`src/rtl/utf8_to_ascii_transliterator_defines.svh`:
```
// assertion macros for the utf-8 to ascii transliterator
`ifndef UTF8_TO_ASCII_TRANSLITERATOR_DEFINES_SVH
`define UTF8_TO_ASCII_TRANSLITERATOR_DEFINES_SVH

`ifndef NO_ASSERTIONS

`define UTA_ASSERT_IMP(name, ante, cons, msg) \
   name: assert property (@(posedge clock) disable iff (reset) (ante) |-> (cons)) \
      else $error(msg);

`define UTA_ASSERT_NEXT(name, ante, cons, msg) \
   name: assert property (@(posedge clock) disable iff (reset) (ante) |=> (cons)) \
      else $error(msg);

`else

`define UTA_ASSERT_IMP(name, ante, cons, msg)

`define UTA_ASSERT_NEXT(name, ante, cons, msg)

`endif

`endif

```
`src/rtl/uta_pkg.sv`:
```
// shared types, constants and character tables of the transliterator
`default_nettype none

package uta_pkg;

   localparam int COUNT_BITS = 16;
   localparam int CAP_BITS   = 16;
   localparam int CMP_BITS   = ((COUNT_BITS > CAP_BITS) ? COUNT_BITS : CAP_BITS) + 2;
   localparam logic [COUNT_BITS-1:0] COUNT_MAX = '1;

   localparam int RUN_MAX  = 4;
   localparam int ADDR_BITS = 3;
   localparam int DATA_BITS = 32;

   localparam logic [CAP_BITS-1:0] CAPACITY_RESET = CAP_BITS'(256);

   // register index, taken from byte address bit 2
   typedef enum logic {
      REG_CAPACITY = 1'b0,
      REG_KEEP_NL  = 1'b1
   } reg_idx_type;

   localparam logic [6:0] CH_NUL   = 7'h00;
   localparam logic [6:0] CH_TAB   = 7'h09;
   localparam logic [6:0] CH_LF    = 7'h0A;
   localparam logic [6:0] CH_CR    = 7'h0D;
   localparam logic [6:0] CH_SPACE = 7'h20;
   localparam logic [6:0] CH_QMARK = 7'h3F;

   typedef struct packed {
      logic [CAP_BITS-1:0] capacity;
      logic                keep_newlines;
   } cfg_type;

   // up to four characters, slot 0 first
   typedef struct packed {
      logic [2:0]                len;
      logic [RUN_MAX-1:0][6:0]   chr;
   } text_type;

   // results caused by one input byte
   typedef struct packed {
      logic [2:0]                cnt;
      logic                      term;
      logic [RUN_MAX-1:0][6:0]   chr;
   } run_type;

   function automatic text_type mk_text(input logic [2:0] len, input logic [6:0] c0,
                                        input logic [6:0] c1, input logic [6:0] c2,
                                        input logic [6:0] c3);
      text_type t;
      t.len    = len;
      t.chr[0] = c0;
      t.chr[1] = c1;
      t.chr[2] = c2;
      t.chr[3] = c3;
      return t;
   endfunction

   // substitution for a code point at or above 0x80
   function automatic text_type translit(input logic [20:0] cp);
      text_type t;
      unique case (cp)
         21'h2013: t = mk_text(3'd1, 7'h2D, CH_NUL, CH_NUL, CH_NUL);
         21'h2014: t = mk_text(3'd2, 7'h2D, 7'h2D, CH_NUL, CH_NUL);
         21'h2018, 21'h2019, 21'h201A, 21'h201B:
            t = mk_text(3'd1, 7'h27, CH_NUL, CH_NUL, CH_NUL);
         21'h201C, 21'h201D, 21'h201E, 21'h201F:
            t = mk_text(3'd1, 7'h22, CH_NUL, CH_NUL, CH_NUL);
         21'h2026: t = mk_text(3'd3, 7'h2E, 7'h2E, 7'h2E, CH_NUL);
         21'h2022, 21'h00B7, 21'h2219:
            t = mk_text(3'd1, 7'h2A, CH_NUL, CH_NUL, CH_NUL);
         21'h2190: t = mk_text(3'd2, 7'h3C, 7'h2D, CH_NUL, CH_NUL);
         21'h2192: t = mk_text(3'd2, 7'h2D, 7'h3E, CH_NUL, CH_NUL);
         21'h2191: t = mk_text(3'd1, 7'h5E, CH_NUL, CH_NUL, CH_NUL);
         21'h2193, 21'h2713, 21'h2714:
            t = mk_text(3'd1, 7'h76, CH_NUL, CH_NUL, CH_NUL);
         21'h00A0: t = mk_text(3'd1, CH_SPACE, CH_NUL, CH_NUL, CH_NUL);
         21'h00AB: t = mk_text(3'd2, 7'h3C, 7'h3C, CH_NUL, CH_NUL);
         21'h00BB: t = mk_text(3'd2, 7'h3E, 7'h3E, CH_NUL, CH_NUL);
         21'h2717, 21'h2718, 21'h2715, 21'h00D7:
            t = mk_text(3'd1, 7'h78, CH_NUL, CH_NUL, CH_NUL);
         21'h00A9: t = mk_text(3'd3, 7'h28, 7'h63, 7'h29, CH_NUL);
         21'h00AE: t = mk_text(3'd3, 7'h28, 7'h52, 7'h29, CH_NUL);
         21'h2122: t = mk_text(3'd4, 7'h28, 7'h54, 7'h4D, 7'h29);
         21'h00B0: t = mk_text(3'd3, 7'h64, 7'h65, 7'h67, CH_NUL);
         21'h00B1: t = mk_text(3'd3, 7'h2B, 7'h2F, 7'h2D, CH_NUL);
         21'h00F7: t = mk_text(3'd1, 7'h2F, CH_NUL, CH_NUL, CH_NUL);
         default:  t = mk_text(3'd1, CH_QMARK, CH_NUL, CH_NUL, CH_NUL);
      endcase
      return t;
   endfunction

   // text for a fully decoded code point
   function automatic text_type code_text(input logic [20:0] cp, input logic keep_nl);
      text_type t;
      logic [6:0] c;
      c = cp[6:0];
      if (cp >= 21'h80) begin
         t = translit(cp);
      end else if ((c == CH_LF || c == CH_CR) && keep_nl) begin
         t = mk_text(3'd1, c, CH_NUL, CH_NUL, CH_NUL);
      end else if (c == CH_LF || c == CH_CR || c == CH_TAB) begin
         t = mk_text(3'd1, CH_SPACE, CH_NUL, CH_NUL, CH_NUL);
      end else if (c < CH_SPACE) begin
         t = mk_text(3'd0, CH_NUL, CH_NUL, CH_NUL, CH_NUL);
      end else begin
         t = mk_text(3'd1, c, CH_NUL, CH_NUL, CH_NUL);
      end
      return t;
   endfunction

endpackage

`default_nettype wire

```
`src/rtl/uta_csr.sv`:
```
// configuration registers behind the apb-style port
`default_nettype none

module uta_csr (
   input  wire logic                             clock,
   input  wire logic                             reset,
   input  wire logic                             csr_psel,
   input  wire logic                             csr_penable,
   input  wire logic                             csr_pwrite,
   input  wire logic [uta_pkg::ADDR_BITS-1:0]    csr_paddr,
   input  wire logic [uta_pkg::DATA_BITS-1:0]    csr_pwdata,
   output logic      [uta_pkg::DATA_BITS-1:0]    csr_prdata,
   output logic                                  csr_pready,
   output uta_pkg::cfg_type                      cfg
);
   import uta_pkg::*;

   cfg_type     cfg_ff;
   cfg_type     cfg_in;
   reg_idx_type reg_idx;
   logic        wr_en;

   assign reg_idx = reg_idx_type'(csr_paddr[2]);
   assign wr_en   = csr_psel && csr_penable && csr_pwrite;

   always_comb begin
      cfg_in = cfg_ff;
      if (wr_en) begin
         unique case (reg_idx)
            REG_CAPACITY: cfg_in.capacity      = csr_pwdata[CAP_BITS-1:0];
            REG_KEEP_NL:  cfg_in.keep_newlines = csr_pwdata[0];
            default:      cfg_in = cfg_ff;
         endcase
      end
   end

   always_ff @(posedge clock) begin
      if (reset) begin
         cfg_ff.capacity      <= CAPACITY_RESET;
         cfg_ff.keep_newlines <= 1'b0;
      end else begin
         cfg_ff <= cfg_in;
      end
   end

   always_comb begin
      unique case (reg_idx)
         REG_CAPACITY: csr_prdata = DATA_BITS'(cfg_ff.capacity);
         REG_KEEP_NL:  csr_prdata = DATA_BITS'(cfg_ff.keep_newlines);
         default:      csr_prdata = '0;
      endcase
   end

   assign csr_pready = 1'b1;
   assign cfg        = cfg_ff;

endmodule

`default_nettype wire

```
`src/rtl/uta_decode.sv`:
```
// utf-8 sequence decoder, substitution and output-count limiting
`default_nettype none

module uta_decode (
   input  wire logic             clock,
   input  wire logic             reset,
   input  wire logic             accept,
   input  wire logic [7:0]       in_byte,
   input  wire uta_pkg::cfg_type cfg,
   output uta_pkg::run_type      run
);
   import uta_pkg::*;

   logic [20:0]           code_accum_ff, code_accum_in;
   logic [1:0]            bytes_pending_ff, bytes_pending_in;
   logic [COUNT_BITS-1:0] out_count_ff, out_count_in;

   text_type              lead_text;
   logic [20:0]           lead_accum;
   logic [1:0]            lead_pending;
   logic [20:0]           cont_accum;
   logic [1:0]            cont_pending;
   text_type              body;
   text_type              text;
   logic                  prefix;
   logic                  term;
   logic [RUN_MAX-1:0]    room;
   logic [2:0]            take;

   // lead byte handling
   always_comb begin
      lead_text    = mk_text(3'd0, CH_NUL, CH_NUL, CH_NUL, CH_NUL);
      lead_accum   = '0;
      lead_pending = 2'd0;
      if (!in_byte[7]) begin
         lead_text = code_text({13'b0, in_byte}, cfg.keep_newlines);
      end else if (in_byte[7:5] == 3'b110) begin
         lead_accum   = {16'b0, in_byte[4:0]};
         lead_pending = 2'd1;
      end else if (in_byte[7:4] == 4'b1110) begin
         lead_accum   = {17'b0, in_byte[3:0]};
         lead_pending = 2'd2;
      end else if (in_byte[7:3] == 5'b11110) begin
         lead_accum   = {18'b0, in_byte[2:0]};
         lead_pending = 2'd3;
      end else begin
         lead_text = mk_text(3'd1, CH_QMARK, CH_NUL, CH_NUL, CH_NUL);
      end
   end

   assign cont_accum   = {code_accum_ff[14:0], in_byte[5:0]};
   assign cont_pending = bytes_pending_ff - 2'd1;

   always_comb begin
      body             = mk_text(3'd0, CH_NUL, CH_NUL, CH_NUL, CH_NUL);
      prefix           = 1'b0;
      term             = 1'b0;
      code_accum_in    = code_accum_ff;
      bytes_pending_in = bytes_pending_ff;
      priority if (in_byte == 8'h00) begin
         // zero byte inside a sequence still gets its question mark
         prefix           = (bytes_pending_ff != 2'd0);
         term             = (cfg.capacity != '0);
         code_accum_in    = '0;
         bytes_pending_in = 2'd0;
      end else if (bytes_pending_ff != 2'd0 && in_byte[7:6] == 2'b10) begin
         bytes_pending_in = cont_pending;
         if (cont_pending == 2'd0) begin
            body          = code_text(cont_accum, cfg.keep_newlines);
            code_accum_in = '0;
         end else begin
            code_accum_in = cont_accum;
         end
      end else if (bytes_pending_ff != 2'd0) begin
         // broken sequence: question mark, then the byte starts over as a lead
         prefix           = 1'b1;
         body             = lead_text;
         code_accum_in    = lead_accum;
         bytes_pending_in = lead_pending;
      end else begin
         body             = lead_text;
         code_accum_in    = lead_accum;
         bytes_pending_in = lead_pending;
      end
   end

   always_comb begin
      if (prefix) begin
         text.len    = body.len + 3'd1;
         text.chr[0] = CH_QMARK;
         text.chr[1] = body.chr[0];
         text.chr[2] = body.chr[1];
         text.chr[3] = body.chr[2];
      end else begin
         text = body;
      end
   end

   // how many characters still fit in the buffer
   always_comb begin
      take = 3'd0;
      for (int i = 0; i < RUN_MAX; i++) begin
         room[i] = (CMP_BITS'(out_count_ff) + CMP_BITS'(i) + CMP_BITS'(1)
                       < CMP_BITS'(cfg.capacity))
                   && (CMP_BITS'(out_count_ff) + CMP_BITS'(i) < CMP_BITS'(COUNT_MAX));
         if (room[i] && (3'(i) < text.len)) begin
            take = 3'(i + 1);
         end
      end
   end

   always_comb begin
      run.cnt  = take + {2'b0, term};
      run.term = term;
      for (int j = 0; j < RUN_MAX; j++) begin
         run.chr[j] = (3'(j) < take) ? text.chr[j] : CH_NUL;
      end
   end

   assign out_count_in = (in_byte == 8'h00) ? '0
                                            : out_count_ff + COUNT_BITS'(take);

   always_ff @(posedge clock) begin
      if (reset) begin
         code_accum_ff    <= '0;
         bytes_pending_ff <= 2'd0;
         out_count_ff     <= '0;
      end else if (accept) begin
         code_accum_ff    <= code_accum_in;
         bytes_pending_ff <= bytes_pending_in;
         out_count_ff     <= out_count_in;
      end
   end

endmodule

`default_nettype wire

```
`src/rtl/uta_out.sv`:
```
// result register that hands out one character of a run per cycle while rsp_ready is high
`default_nettype none

module uta_out (
   input  wire logic             clock,
   input  wire logic             reset,
   input  wire logic             load,
   input  wire uta_pkg::run_type run,
   output logic                  load_ok,
   output logic                  rsp_valid,
   input  wire logic             rsp_ready,
   output logic [6:0]            rsp_out_char,
   output logic                  rsp_string_end,
   output logic                  rsp_run_last
);
   import uta_pkg::*;

   logic [RUN_MAX-1:0][6:0] chr_ff, chr_in;
   logic [2:0]              rem_ff, rem_in;
   logic                    term_ff, term_in;
   logic                    take;
   logic                    last;

   assign last      = (rem_ff == 3'd1);
   assign rsp_valid = (rem_ff != 3'd0);
   assign take      = rsp_valid && rsp_ready;
   // a new run may enter as the last character of the current one leaves
   assign load_ok   = !rsp_valid || (last && rsp_ready);

   always_comb begin
      chr_in  = chr_ff;
      rem_in  = rem_ff;
      term_in = term_ff;
      priority if (load) begin
         chr_in  = run.chr;
         rem_in  = run.cnt;
         term_in = run.term;
      end else if (take) begin
         chr_in = {CH_NUL, chr_ff[RUN_MAX-1:1]};
         rem_in = rem_ff - 3'd1;
      end
   end

   always_ff @(posedge clock) begin
      if (reset) begin
         rem_ff <= 3'd0;
      end else begin
         rem_ff <= rem_in;
      end
   end

   always_ff @(posedge clock) begin
      chr_ff  <= chr_in;
      term_ff <= term_in;
   end

   assign rsp_out_char   = chr_ff[0];
   assign rsp_run_last   = last;
   assign rsp_string_end = last && term_ff;

endmodule

`default_nettype wire

```
`src/rtl/utf8_to_ascii_transliterator.sv`:
```
// output: an item's first result is offered in the cycle after the item is taken
// throughput: one item per cycle while each item gives at most one result and
//   rsp_ready is high; an item giving n results (up to 4) holds the output register
//   until its last result is taken, the single result register sets that rate
// reset: synchronous, active high; clears the decoder, the output count and the
//   result register, capacity returns to 256 and keep-newlines to 0
`default_nettype none

`include "utf8_to_ascii_transliterator_defines.svh"

module utf8_to_ascii_transliterator (
   input  wire logic                             clock,
   input  wire logic                             reset,
   input  wire logic                             req_valid,
   output logic                                  req_ready,
   input  wire logic [7:0]                       req_in_byte,
   output logic                                  rsp_valid,
   input  wire logic                             rsp_ready,
   output logic [6:0]                            rsp_out_char,
   output logic                                  rsp_string_end,
   output logic                                  rsp_run_last,
   input  wire logic                             csr_psel,
   input  wire logic                             csr_penable,
   input  wire logic                             csr_pwrite,
   input  wire logic [uta_pkg::ADDR_BITS-1:0]    csr_paddr,
   input  wire logic [uta_pkg::DATA_BITS-1:0]    csr_pwdata,
   output logic      [uta_pkg::DATA_BITS-1:0]    csr_prdata,
   output logic                                  csr_pready
);
   import uta_pkg::*;

   cfg_type cfg;
   run_type run;
   logic    accept;
   logic    load_ok;

   assign req_ready = load_ok;
   assign accept    = req_valid && req_ready;

   uta_csr u_csr (
      .clock       (clock),
      .reset       (reset),
      .csr_psel    (csr_psel),
      .csr_penable (csr_penable),
      .csr_pwrite  (csr_pwrite),
      .csr_paddr   (csr_paddr),
      .csr_pwdata  (csr_pwdata),
      .csr_prdata  (csr_prdata),
      .csr_pready  (csr_pready),
      .cfg         (cfg)
   );

   uta_decode u_decode (
      .clock   (clock),
      .reset   (reset),
      .accept  (accept),
      .in_byte (req_in_byte),
      .cfg     (cfg),
      .run     (run)
   );

   uta_out u_out (
      .clock          (clock),
      .reset          (reset),
      .load           (accept),
      .run            (run),
      .load_ok        (load_ok),
      .rsp_valid      (rsp_valid),
      .rsp_ready      (rsp_ready),
      .rsp_out_char   (rsp_out_char),
      .rsp_string_end (rsp_string_end),
      .rsp_run_last   (rsp_run_last)
   );

   `UTA_ASSERT_IMP(a_end_is_last, rsp_valid && rsp_string_end, rsp_run_last, "end not last")
   `UTA_ASSERT_IMP(a_end_is_nul, rsp_valid && rsp_string_end, rsp_out_char == 7'h00, "end not zero")
   `UTA_ASSERT_IMP(a_hold_input, rsp_valid && !rsp_run_last, !req_ready, "item taken mid run")
   `UTA_ASSERT_NEXT(a_term_follows,
                    accept && req_in_byte == 8'h00 && cfg.capacity != '0,
                    rsp_valid, "no result after zero byte")

endmodule

`default_nettype wire
```
`config.mk`:
```
export PLATFORM = sky130hd
export DESIGN_NAME = utf8_to_ascii_transliterator
export DESIGN_NICKNAME = d
export VERILOG_FILES = /design/src/rtl/uta_pkg.sv /design/src/rtl/uta_csr.sv /design/src/rtl/uta_decode.sv /design/src/rtl/uta_out.sv /design/src/rtl/utf8_to_ascii_transliterator.sv
export VERILOG_INCLUDE_DIRS = /design/src /design/src/rtl
export SDC_FILE = /design/constraint.sdc
export NUM_CORES = 1
export LEC_CHECK = 0
export BUFFER_PORTS_ARGS = -buffer_cell sky130_fd_sc_hd__clkbuf_2
export CAP_MARGIN = 15
export CORE_UTILIZATION = 27
export DETAILED_ROUTE_END_ITERATION = 10
export MAX_ROUTING_LAYER = met4
export PLACE_DENSITY = 0.49
export SLEW_MARGIN = 30
export SYNTH_ARGS = -nofsm -noshare
export SYNTH_HDL_FRONTEND = slang
export SYNTH_SLANG_ARGS = --single-unit
export TNS_END_PERCENT = 50
```
`constraint.sdc`:
```
create_clock -name clock -period 6.6 [get_ports clock]
set_input_delay 1.32 -clock clock [delete_from_list [all_inputs] [get_ports clock]]
set_output_delay 1.32 -clock clock [all_outputs]
set_load 0.005 [all_outputs]
```
==> impl_metrics.env, run 1 <==
export IMPL_areaGrowthSynthToFinish_pct=17.7
export IMPL_hold_violations=0
export IMPL_crit_arrival_ns=6.38
export IMPL_synthArstFlopShare_pct=0
export IMPL_vdd_drop_max_uv=109
export IMPL_max_slew_worst_pin_slew_ns=0.831
export IMPL_drive_above_1_share_pct=17.0
export IMPL_p_per_area_mw_per_mm2=171
export IMPL_r2r_end="u_decode.out_count_ff[10]"
export IMPL_rsz0062_at_grt="true"
export IMPL_crit_type="input port to register"
export IMPL_clock_fmax_mhz=163
export IMPL_dpl_hpwl_um=21300
export IMPL_ys_warn_count=0
export IMPL_final_cells=1623
export IMPL_synth_area_sq_mm=0.00847
export IMPL_clk_pin_slew_ns=0.07
export IMPL_p_leak_nw=3.90
export IMPL_ys_flop_type="dfxtp_1"
export IMPL_gp_congestion=0.920
export IMPL_hp_class="register to register"
export IMPL_finalSetupTns_ns=0
export IMPL_post_route_period_util_pct=93.1
export IMPL_dieHeight_um=179
export IMPL_grt_overflow=0
export IMPL_cts_buffer_depth=2
export IMPL_drtIter0Drc=486
export IMPL_p_total_w=0.00170
export IMPL_numCtsBuffers=9
export IMPL_crit_required_ns=6.83
export IMPL_clock_skew_ns=0.00832
export IMPL_avgSynthCellArea_sq_um=7.54
export IMPL_hold_end="u_decode.bytes_pending_ff[1]"
export IMPL_wl_per_cell_um=16.6
export IMPL_crit_path_end_kind="register"
export IMPL_io_buffers=58
export IMPL_maxSlewViolCount=0
export IMPL_seq_area_frac_synth_pct=22.5
export IMPL_cts_sinks=81
export IMPL_grt_pass1_wl_um=42400
export IMPL_violations="design-rule violations"
export IMPL_synth_edf_count=28
export IMPL_cts_tree="yes"
export IMPL_syn_inst=1123
export IMPL_initial_core_util_pct=27.5
export IMPL_maxCapViolations=0
export IMPL_max_slew_margin_rel_pct=44.5
export IMPL_cts_setup_buffers=0
export IMPL_synth_seq_cells=81
export IMPL_finalCriticalPeriod_ns=6.15
export IMPL_ctsHtreeMaxLevel=3
export IMPL_status="complete, but fails checks"
export IMPL_diodes=0
export IMPL_drc=22
export IMPL_worstSkewPairLatency_ns=0.36
export IMPL_cts_root_buf="clkbuf_16"
export IMPL_crit_fanout=10
export IMPL_worstHoldStart="u_decode.bytes_pending_ff[1]"
export IMPL_vias_per_cell=5.10
export IMPL_r2r_start="u_decode.out_count_ff[2]"
export IMPL_grt_pass1_vias=7580
export IMPL_layout_common_cells="nand2_1, nor2_1, buf_4"
export IMPL_num_vias=8270
export IMPL_start_kind="input port"
export IMPL_drtPass1Iterations=8
export IMPL_ant_nets=0
export IMPL_wirelength_um=27000
export IMPL_final_common_cell="nand2_1"
export IMPL_nets=1350
export IMPL_setup_violations=0
export IMPL_io_pins=94
export IMPL_antenna_found_initial=0
export IMPL_placed_area_sq_mm=0.00963
export IMPL_dp_cells=1607
export IMPL_grt_max_degree=53
export IMPL_final_area_sq_mm=0.00996
export IMPL_worst_hold_path_num_cells=2
export IMPL_die_w_um=179
export IMPL_num_fill_cells=3302
export IMPL_rows=64
export IMPL_core_area_sq_mm=0.0307
export IMPL_regToRegSetupSlack_ns=0.55
export IMPL_die_area_sq_mm=0.0321
export IMPL_reg2reg_depth=27
export IMPL_ys_types=74
export IMPL_track_usage_pct=17.5
## flip-flops by register name, summed over array words and instances, names as in the netlist
register                   count
u_out.term_ff                  1
u_decode.bytes_pending_ff      2
u_decode.code_accum_ff        15
u_csr.cfg                     17
u_out.rem_ff                   3
u_out.rsp_out_char             7
u_decode.out_count_ff         16
u_out.chr_ff                  20
## per-layer routing
layer / vias to the layer above / global-route usage, % / routed length, um / part of all wire [%]
met5: - / - / 0 / 0
met4: 0 / 4.13 / 272 / 1.0
met3: 15 / 2.06 / 1080 / 4.0
met2: 171 / 26.3 / 11900 / 44
met1: 3861 / 24.7 / 13700 / 51
li1: 4223 / - / - / -
## per-stage QoR
step                      setup WS [ns]  utilization [%]  hold WS (ns)
after global placement          -0.0589             31.3         0.447
after global routing             -0.112             32.4         0.496
final                             0.453             32.4         0.459
after CTS                        0.0959             32.2         0.465
after floorplan                   0.407                -         0.436
after detailed placement         0.0365             31.3         0.455
## cell families (layout without fill, tap and decap cells)
| group | count (synthesis) | after routing | synth area share (%) |
|---|---|---|---|
| compound gates | 244 | 244 | 18.9 |
| simple gates | 485 | 485 | 29.3 |
| other cells | 2 | 21 | 0.0887 |
| fa+ha+maj | 78 | 78 | 11.6 |
| buf+inv | 134 | 219 | 7.35 |
| xor+xnor | 95 | 95 | 9.83 |
| mux | 4 | 4 | 0.503 |
| flops | 81 | 81 | 22.5 |
## worst max-delay path by stage
stage	start	cells after the start	endpoint	slack (ns)
after floorplan	req_in_byte[0]	27	u_decode.out_count_ff[10]	0.41
after global placement	req_in_byte[5]	27	u_decode.out_count_ff[10]	-0.06
after detailed placement	req_in_byte[5]	27	u_decode.out_count_ff[10]	0.04
after CTS	u_decode.out_count_ff[1]	27	u_decode.out_count_ff[10]	0.1
after global routing	req_in_byte[0]	28	u_decode.out_count_ff[10]	-0.11
final	req_in_byte[5]	27	u_decode.out_count_ff[10]	0.45
## area by class of cell
class | count | area (sq um) | share of cell area (%)
Multi-Input combinational cell | 927 | 6070 | 61.0
Clock inverter | 6 | 48.8 | 0.490
Clock buffer | 10 | 229 | 2.30
Sequential cell | 81 | 1900 | 19.1
Tap cell | 396 | 495 | 4.97
Timing Repair Buffer | 159 | 1050 | 10.5
Inverter | 44 | 165 | 1.66
## cell usage after synthesis (4+ instances only)
| library cell | number | area [sq um] |
|---|---|---|
| inv_1 | 44 | 165 |
| and2_1 | 11 | 68.8 |
| or2_2 | 5 | 31.3 |
| xnor2_1 | 63 | 552 |
| a22oi_1 | 18 | 135 |
| o32ai_1 | 4 | 35.0 |
| o21ai_0 | 42 | 210 |
| dfxtp_1 | 53 | 1060 |
| o22ai_1 | 8 | 50.1 |
| nand2_1 | 127 | 477 |
| a2111oi_0 | 4 | 35.0 |
| nand3b_1 | 6 | 45.0 |
| nor2b_1 | 15 | 93.8 |
| a21o_1 | 10 | 75.1 |
| a211o_1 | 4 | 35.0 |
| o2111ai_1 | 4 | 35.0 |
| o31ai_1 | 12 | 90.1 |
| nand4_1 | 26 | 163 |
| nand3_1 | 37 | 185 |
| buf_2 | 11 | 55.1 |
| a31oi_1 | 10 | 62.6 |
| and3_1 | 16 | 100 |
| ha_1 | 77 | 963 |
| clkbuf_1 | 42 | 158 |
| nor4b_1 | 7 | 61.3 |
| nor3_1 | 40 | 200 |
| nand2b_1 | 11 | 68.8 |
| buf_4 | 26 | 195 |
| or3_1 | 9 | 56.3 |
| edfxtp_1 | 28 | 841 |
| nor2_1 | 112 | 420 |
| nor3b_1 | 15 | 113 |
| buf_1 | 10 | 37.5 |
| xor2_1 | 32 | 280 |
| nor4_1 | 28 | 175 |
| o211ai_1 | 6 | 45.0 |
| a211oi_1 | 10 | 75.1 |
| a21oi_1 | 83 | 415 |
## where the power goes
| group | switching, W | total (W) | internal, W |
|---|---|---|---|
| logic | 0.000332 | 0.000538 | 0.000206 |
| clock network | 0.000240 | 0.000501 | 0.000261 |
| registers | 0.0000343 | 0.000660 | 0.000626 |
| total | 0.000607 | 0.00170 | 0.00109 |
## critical path: stages
cell	delay [ns]
clkbuf_2	0.21
or3b_2	0.48
a21o_1	0.20
nor4_2	0.18
nor4_1	0.10
a2111o_1	0.45
a311o_1	0.37
a21oi_1	0.15
nor2_1	0.06
ha_1	0.28
nor2_1	0.08
nor2_1	0.04
a21oi_1	0.20
mux2i_1	0.29
a22oi_1	0.12
nor2_1	0.16
ha_1	0.21
inv_1	0.06
fa_1	0.39
nor2b_1	0.12
o21ai_0	0.09
nor2_1	0.18
nand2_1	0.15
nor2_1	0.16
nand3_1	0.11
xor2_1	0.16
nor2_1	0.05
## what timing repair did
action | 4_1_cts | 5_1_grt
gates resized for setup | 0 | 11
setup endpoints to repair | 0 | 9
hold buffers | 0 | 0
(Power assumes the default switching activity.)
==> run 2: changes to the inputs <==
Settings changed: ABC_AREA set to 1, CORE_UTILIZATION 27 to 40, PLACE_DENSITY 0.49 to 0.64.
==> run 2 against run 1 <==
  * The flow now finishes without violations
  * Register-to-register slack lost 0.07 ns
  * Combinational power grew 24%
  * Critical path depth grew 8
  * Global-route usage grew 6.6 points
  * Fmax grew 0.49%
  * Core utilization grew 13 points
  * Final cell count shrank 0.55%
  * Non-clock buffer count shrank 78
  * Die area shrank 32%
  * Synthesized cell count grew 14%
  * Critical path type is now register to register
  * Largest cell class unchanged
==> impl_metrics.env, run 2 <==
export IMPL_dp_cells=1598
export IMPL_wl_per_cell_um=15.4
export IMPL_final_common_cell="nand2_1"
export IMPL_cts_tree="yes"
export IMPL_ctsHtreeMaxLevel=3
export IMPL_final_cells=1614
export IMPL_drtIter0Drc=422
export IMPL_die_area_sq_mm=0.0218
export IMPL_multi_input_area_sq_mm=0.00563
export IMPL_diodes=0
export IMPL_syn_inst=1278
export IMPL_die_w_um=148
export IMPL_largest_register="u_out.chr_ff"
export IMPL_initial_core_util_pct=41.3
export IMPL_io_pins=94
export IMPL_largest_reg_flops=20
export IMPL_rsz0062_at_grt="false"
export IMPL_ys_top_cells_by_area="dfxtp_1, nand2_1, ha_1"
export IMPL_regArea_sq_mm=0.00190
export IMPL_ys_warn_count=0
export IMPL_synthMuxAreaShare_pct=0
export IMPL_synth_top_family_by_area="simple AND/OR/NAND/NOR gates"
export IMPL_hold_violations=0
export IMPL_cts_setup_buffers=0
export IMPL_cts_sinks=81
export IMPL_cpMaxStageDelayCell="or3_1"
export IMPL_crit_type="register to register"
export IMPL_drc=0
export IMPL_use_met3_pct=2.56
export IMPL_synth_simple_area_share_pct=32.1
export IMPL_synth_xor_area_share_pct=7.73
export IMPL_avgSynthCellArea_sq_um=6.63
export IMPL_io_buffers=58
export IMPL_utilization_pct=45.7
export IMPL_crit_path_end_kind="register"
export IMPL_synth_top_area_cell="dfxtp_1"
export IMPL_num_fill_cells=2203
export IMPL_grt_pass1_vias=7978
export IMPL_synth_top_area_share_pct=12.5
export IMPL_hp_class="register to register"
export IMPL_synth_most_common_cell="nand2_1"
export IMPL_ant_nets=0
export IMPL_busiest_layer="met2"
export IMPL_synth_edf_count=28
export IMPL_finalSetupTns_ns=0
export IMPL_p_leak_nw=4.50
export IMPL_met2_usage_pct=41.4
export IMPL_areaGrowthSynthToFinish_pct=10.7
export IMPL_wirelength_um=24800
export IMPL_cts_buffer_depth=2
export IMPL_ys_types=64
export IMPL_maxSlewViolCount=0
export IMPL_maxCapViolations=0
export IMPL_max_slew_margin_rel_pct=44.7
export IMPL_drtPass1Iterations=5
export IMPL_crit_fanout=8
export IMPL_antenna_found_initial=0
export IMPL_layout_common_cells="nand2_1, inv_1, nor2_1"
export IMPL_seq_area_frac_synth_pct=22.5
export IMPL_crit_top_cell="nor2_1"
export IMPL_synthArstFlopShare_pct=0
export IMPL_grt_overflow=0
export IMPL_vdd_drop_max_uv=127
export IMPL_post_route_period_util_pct=92.7
export IMPL_num_vias=8392
export IMPL_setup_ws_ns=0.483
export IMPL_crit_arrival_ns=6.36
export IMPL_start_kind="register"
export IMPL_worstSkewPairLatency_ns=0.35
export IMPL_synth_area_sq_mm=0.00847
export IMPL_clk_pin_slew_ns=0.07
export IMPL_rows=52
export IMPL_use_met1_pct=28.9
export IMPL_crit_required_ns=6.84
export IMPL_cts_root_buf="clkbuf_16"
export IMPL_gp_congestion=0.978
export IMPL_yosys_top_cells_count="nand2_1, inv_1, nor2_1"
export IMPL_max_slew_worst_pin_slew_ns=0.829
export IMPL_grt_max_degree=53
export IMPL_vias_per_cell=5.20
export IMPL_numCtsBuffers=9
export IMPL_synth_seq_cells=81
export IMPL_slowest_delay_ns=0.39
export IMPL_track_usage_pct=24.1
export IMPL_drive_above_1_share_pct=13.6
export IMPL_synth_compound_area_share_pct=14.0
export IMPL_grt_pass1_wl_um=40300
export IMPL_status="finished clean"
export IMPL_clock_skew_ns=0.0132
export IMPL_core_area_sq_mm=0.0205
export IMPL_setup_violations=0
export IMPL_dp_slack_ns=0.317
export IMPL_p_per_area_mw_per_mm2=204
export IMPL_nets=1467
export IMPL_finalCriticalPeriod_ns=6.12
export IMPL_worst_hold_slack_ns=0.469
export IMPL_ys_flop_type="dfxtp_1"
export IMPL_postCtsResizedCells=0
export IMPL_dieHeight_um=148
export IMPL_synthAdderAreaFrac_pct=11.6
export IMPL_hold_buffers=0
export IMPL_clock_fmax_mhz=163
export IMPL_dpl_hpwl_um=20100
==> run 2: cell count changes in the layout (fill, tap and decap cells not counted), moves of 22 or more <==
cell,before,now
nand2_1,126,261
inv_1,44,168
buf_4,101,23
xnor2_1,63,12
nand3_1,37,87
xor2_1,32,58
nor2_1,111,135
nor3_1,39,17
==> run 2: per-stage QoR <==
stage               instance area [sq um]  total power, W
finish                               9370         0.00191
global route                         9370         0.00203
CTS                                  9360         0.00192
detailed placement                   9050         0.00137
global placement                     9050         0.00137
floorplan                            8540         0.00120
==> run 2: cell type report <==
cell class / instances / share of cell area (%)
Tap cell: 270 / 3.60
Multi-Input combinational cell: 975 / 60.1
Sequential cell: 81 / 20.3
Clock buffer: 10 / 2.55
Inverter: 191 / 7.68
Clock inverter: 6 / 0.814
Timing Repair Buffer: 81 / 4.94
==> run 2: where the power goes <==
group          switching (W)  internal, W  total [W]  leakage [nW]
clock network       0.000232     0.000309   0.000542         0.155
registers          0.0000343     0.000665   0.000699         0.707
logic               0.000441     0.000227   0.000668          3.64
total               0.000708      0.00120    0.00191          4.50
==> run 2: cell families after synthesis <==
logic type	after synthesis
DFF	81
adders and majority gates	78
and+or+nand+nor	592
AOI/OAI and AO/OA	211
xor gates and xnor gates	73
buffers and inverters	241
other	2
==> run 2: critical path, delay by kind of cell, from the launching register on <==
family | cells | cell delay, ns
buf+inv | 7 | 0.60
compound gates | 6 | 0.98
simple gates | 16 | 2.59
flops | 1 | 0.32
fa+ha+maj | 4 | 1.14
xor+xnor | 2 | 0.41
==> run 2: routing by layer <==
layer  share of wire, %  vias up  wire length (um)
met5                  0        -                 0
met4                3.0        0               757
met3                3.3       44               827
met2                 49      185             12200
met1                 44     3883             11000
li1                   -     4280                 -
==> run 2: final timing paths <==
kind                         startpoint                         end  slack [ns]  cells past startpoint
min          u_decode.code_accum_ff[13]  u_decode.code_accum_ff[13]        0.47                      2
max reg2reg    u_decode.out_count_ff[1]   u_decode.out_count_ff[12]        0.48                     35
min reg2reg  u_decode.code_accum_ff[13]  u_decode.code_accum_ff[13]        0.47                      2
max            u_decode.out_count_ff[1]   u_decode.out_count_ff[12]        0.48                     35
